$ cat src/rtl/core/assert_macros.svh
// ---------------------------------------------------------------------------
// assert_macros.svh
// concurrent assertion helpers, clocked on clk and disabled during rst
// ---------------------------------------------------------------------------
`ifndef ASSERT_MACROS_SVH
`define ASSERT_MACROS_SVH
`ifndef SYNTH
`define LZ_ASSERT_IMPLIES(lbl, ante, cons, msg) \
  lbl: assert property (@(posedge clk) disable iff (rst) (ante) |-> (cons)) else $error(msg);
`define LZ_ASSERT_NEXT(lbl, ante, cons, msg) \
  lbl: assert property (@(posedge clk) disable iff (rst) (ante) |=> (cons)) else $error(msg);
`else
`define LZ_ASSERT_IMPLIES(lbl, ante, cons, msg)
`define LZ_ASSERT_NEXT(lbl, ante, cons, msg)
`endif
`endif

$ cat src/rtl/core/lzssd_pkg.sv
// ---------------------------------------------------------------------------
// lzssd_pkg
// shared types and codes of the lzss stream decompressor
// ---------------------------------------------------------------------------
package lzssd_pkg;

  // parse phase of the token stream
  typedef enum logic [1:0] {
    PH_FLAG   = 2'd0,
    PH_TOKEN  = 2'd1,
    PH_MATCH2 = 2'd2
  } phase_t;

  // status codes of the end-of-stream result
  localparam logic [1:0] ST_OK       = 2'd0;
  localparam logic [1:0] ST_CAPACITY = 2'd1;
  localparam logic [1:0] ST_MISMATCH = 2'd2;
  localparam logic [1:0] ST_DISTANCE = 2'd3;

  // configuration register indexes
  localparam int CFG_IDX_W  = 1;
  localparam int CFG_DATA_W = 32;
  localparam logic [CFG_IDX_W-1:0] CFG_OUT_CAPACITY  = 1'b0;
  localparam logic [CFG_IDX_W-1:0] CFG_EXPECTED_SIZE = 1'b1;

  // token field layout
  localparam int LOOKSHIFT = 4;
  localparam logic [LOOKSHIFT-1:0] LEN_MASK = 4'hF;
  localparam int TOKEN_IDX_W = 3;
  localparam int COUNT_W = LOOKSHIFT + 1;

  // one result item
  typedef struct packed {
    logic [7:0] data;
    logic       is_status;
    logic [1:0] status;
    logic       last;
  } res_t;

endpackage

$ cat src/rtl/core/lzssd_out_fifo.sv
// ---------------------------------------------------------------------------
// lzssd_out_fifo
// two-entry result queue between the decoder and the output channel
// ---------------------------------------------------------------------------
module lzssd_out_fifo (
  input  logic              clk,
  input  logic              rst,
  input  logic              push,
  input  lzssd_pkg::res_t   push_item,
  input  logic              out_stall,
  output logic              out_valid,
  output lzssd_pkg::res_t   out_item,
  output logic              pop,
  output logic [1:0]        count
);

  lzssd_pkg::res_t entries [2];
  logic            rd_ptr;
  logic            wr_ptr;
  logic [1:0]      count_next;

  assign out_valid = (count != 2'd0);
  assign pop       = out_valid && !out_stall;
  assign out_item  = entries[rd_ptr];

  always_comb begin
    case ({push, pop})
      2'b10:   count_next = count + 2'd1;
      2'b01:   count_next = count - 2'd1;
      default: count_next = count;
    endcase
  end

  always_ff @(posedge clk) begin
    if (rst) begin
      rd_ptr <= 1'b0;
      wr_ptr <= 1'b0;
      count  <= 2'd0;
    end else begin
      if (push) wr_ptr <= ~wr_ptr;
      if (pop) rd_ptr <= ~rd_ptr;
      count <= count_next;
    end
  end

  always_ff @(posedge clk) begin
    if (push) begin
      entries[wr_ptr] <= push_item;
    end
  end

endmodule

$ cat config.mk
export PLATFORM = sky130hd
export DESIGN_NAME = lzssd_out_fifo
export DESIGN_NICKNAME = d
export VERILOG_FILES = /design/src/rtl/core/assert_macros.svh /design/src/rtl/core/lzssd_pkg.sv /design/src/rtl/core/lzssd_out_fifo.sv
export SDC_FILE = /design/constraint.sdc
export NUM_CORES = 1
export LEC_CHECK = 0
export ABC_CLOCK_PERIOD_IN_PS = 1500
export BUFFER_PORTS_ARGS = -buffer_cell sky130_fd_sc_hd__buf_4
export CAP_MARGIN = 20
export CORE_ASPECT_RATIO = 0.6
export CORE_UTILIZATION = 30
export DETAILED_ROUTE_END_ITERATION = 10
export PLACE_DENSITY = 0.63
export SETUP_SLACK_MARGIN = 0.5
export SLEW_MARGIN = 20
export SYNTH_ARGS = -nofsm -noshare
export SYNTH_HDL_FRONTEND = slang
export SYNTH_SLANG_ARGS = --single-unit
$ cat constraint.sdc
create_clock -name clk -period 1.5 [get_ports clk]
set_input_delay 0.3 -clock clk [delete_from_list [all_inputs] [get_ports clk]]
set_output_delay 0.3 -clock clk [all_outputs]
set_load 0.01 [all_outputs]
==> results.yml <==
clocking:
  numCtsBuffers: 5
  htreeDepth: 2
  tritoncts: "yes"
  cts.clk_slew.worst_paths_ns: 0.06
  clock_latency_ns: 0.27
  numClockSinks: 29
  ctsLongestPathBuffers: 2
  cts-root-buf: "clkbuf_8"
sta:
  slew_viol_final: 0
  hold_viol: 0
  rsz0062_at_grt: "true"
  setup_viol: 7
  fin_crit_sh_pct: 102
  finalClockSkew_ns: 0.00484
  fmax_mhz: 656
  holdWs_ns: 0.214
  fin_crit_ns: 1.52
  slew_headroom_pct: 82.1
  layout_setup_ws_ns: -0.0235
  tightest_slew_ns: 0.267
final_layout:
  drive_gt1_share_pct: 66.7
  final_cell_area_mm2: 0.00175
  nets: 127
  syn2layout_area_growth_pct: 63.2
  num_antenna_cells: 0
drt:
  drc: 0
  drt_iter0_markers: 20
  viasPerCell: 4.31
  ant_nets: 0
  drtPass1Iterations: 3
  route.vias.total: 673
  wl_per_cell_um: 14.2
  wirelength_um: 2210
worst_setup_path:
  cp.required_ns: 1.20
  endpoint_kind: "output port"
  crit_type: "flip-flop to output port"
  start_kind: "flip-flop"
  critPathArrivalTime_ns: 1.22
  worstPathMaxFanout: 6
synthesis:
  syn-num-nets: 78
  yosysWarnings: 0
  syn_inst: 61
  ys_seq_area_share_pct: 76.7
  syn_avg_cell_area_um2: 17.5
  ys_types: 13
  syn-cell-area_mm2: 0.00107
  synth-seq-cells: 29
placed_design:
  portBuffers: 31
  place_hpwl_um: 1410
  place_area_mm2: 0.00145
  globalplace.congestion: 0.646
global_route:
  grt_pass1_vias: 650
  grt_max_degree: 13
  overflow: 0
  grt_antenna_before_repair: 0
  grt_first_pass_wirelength_um: 3120
  grt.total_usage_pct: 12.1
floorplan:
  core_mm2: 0.00332
  die_area_mm2: 0.00382
  rows: 16
  die_w_um: 79.1
  fp.dieH_um: 48.3
  initial_core_util_pct: 32.2
  io_pins: 32
status:
  violations: "negative setup slack"
  outcome: "complete, but fails checks"
power_and_ir_drop:
  peakVddDrop_mv: 0.643
  p_per_area_mw_per_mm2: 1560
  power.leakage_nw: 0.697
flow_run:
  maxCapViolCount: 0
hold_path:
  min_path_type: "primary input to flip-flop"
## area by class of cell
class                   count  area (µm²)
multi-input cells          29         339
inverters                   2        7.51
repair buffers             43         429
clock inverters             3        12.5
well taps                  45        56.3
fillers                   285        1580
flip-flops and latches     29         832
clock buffers               5        68.8
## synthesized netlist by cell type
cell type / count / area (µm²)
edfxtp_1: 24 / 721
mux2_2: 12 / 135
dfxtp_1: 5 / 100
nor2_1: 5 / 18.8
a21oi_1: 3 / 15.0
inv_1: 2 / 7.51
o21ai_0: 2 / 10.0
or3_1: 2 / 12.5
xnor2_1: 2 / 17.5
and2_1: 1 / 6.26
buf_2: 1 / 5.00
ha_1: 1 / 12.5
xor2_1: 1 / 8.76
## layout by cell type, fill, tap and decap left out, types with 2 or more instances in the layout
master and instances:
buf_6 23, nor2_4 3, mux2_4 12, clkinv_1 2
clkbuf_8 5, edfxtp_1 24, dfxtp_1 2, nor2_1 2
buf_4 18, dfxtp_4 3, a21oi_2 2
## power breakdown
group	total [mW]	switching (mW)	leakage, nW	internal [mW]
clock network	0.577	0.266	0.0430	0.311
registers	1.05	0.0667	0.269	0.978
logic	1.10	0.408	0.385	0.690
## routing by layer
layer / part of all wire, % / track usage (%) / vias to the layer above
met5: 0 / 0 / -
met4: 1.5 / 5.82 / 0
met3: 6.7 / 5.23 / 4
met2: 43 / 20.2 / 26
met1: 49 / 14.2 / 321
li1: - / - / 322
## through the flow
step | cells | setup WS, ns | setup TNS [ns] | utilization [%] | total power, mW
detailed placement | 139 | 0.159 | 0 | 43.6 | 1.74
floorplan | 61 | 0.182 | 0 | - | 1.46
CTS | 152 | -0.0334 | -0.192 | 50.5 | 2.60
finish | 156 | -0.0235 | -0.0955 | 52.5 | 2.72
global placement | 139 | 0.186 | 0 | 43.6 | 1.72
global route | 156 | -0.0596 | -0.491 | 52.5 | 2.85
## final timing paths
path,start,end,slack (ns),cells past startpoint
setup reg to reg,count[0],count[1],0.13,6
hold reg to reg,rd_ptr,flip-flop,0.56,2
hold / removal,push_item[10],entries[1][10],0.21,1
setup / recovery,flip-flop,out_item[6],-0.02,3
## state kept, by name, indices dropped and copies added (netlist names), named ones only
register	cells
wr_ptr	1
entries	24
count	2
rd_ptr	1
## worst max-delay path: stages (launching register included)
cell     delay, ns
dfxtp_4       0.39
buf_8         0.14
mux2_4        0.31
buf_6         0.12
## timing repair
action                     in CTS  in global routing
hold endpoints to repair        0                  0
pin swaps                       7                  4
setup buffers                   5                  3
gates resized for setup        30                 10
setup endpoints to repair      30                 21
hold buffers                    0                  0
gates cloned                    0                  1
## kinds of logic (layout without fill, tap and decap cells)
group,after synthesis,after routing,synth area share [%]
AOI/OAI and AO/OA,5,5,2.34
buffers and inverters,3,53,1.17
DFF,29,29,76.7
adders and majority gates,1,1,1.17
xor gates and xnor gates,3,3,2.46
and+or+nand+nor,8,8,3.51
muxes,12,12,12.6
Power figures use the tool's default switching activity.
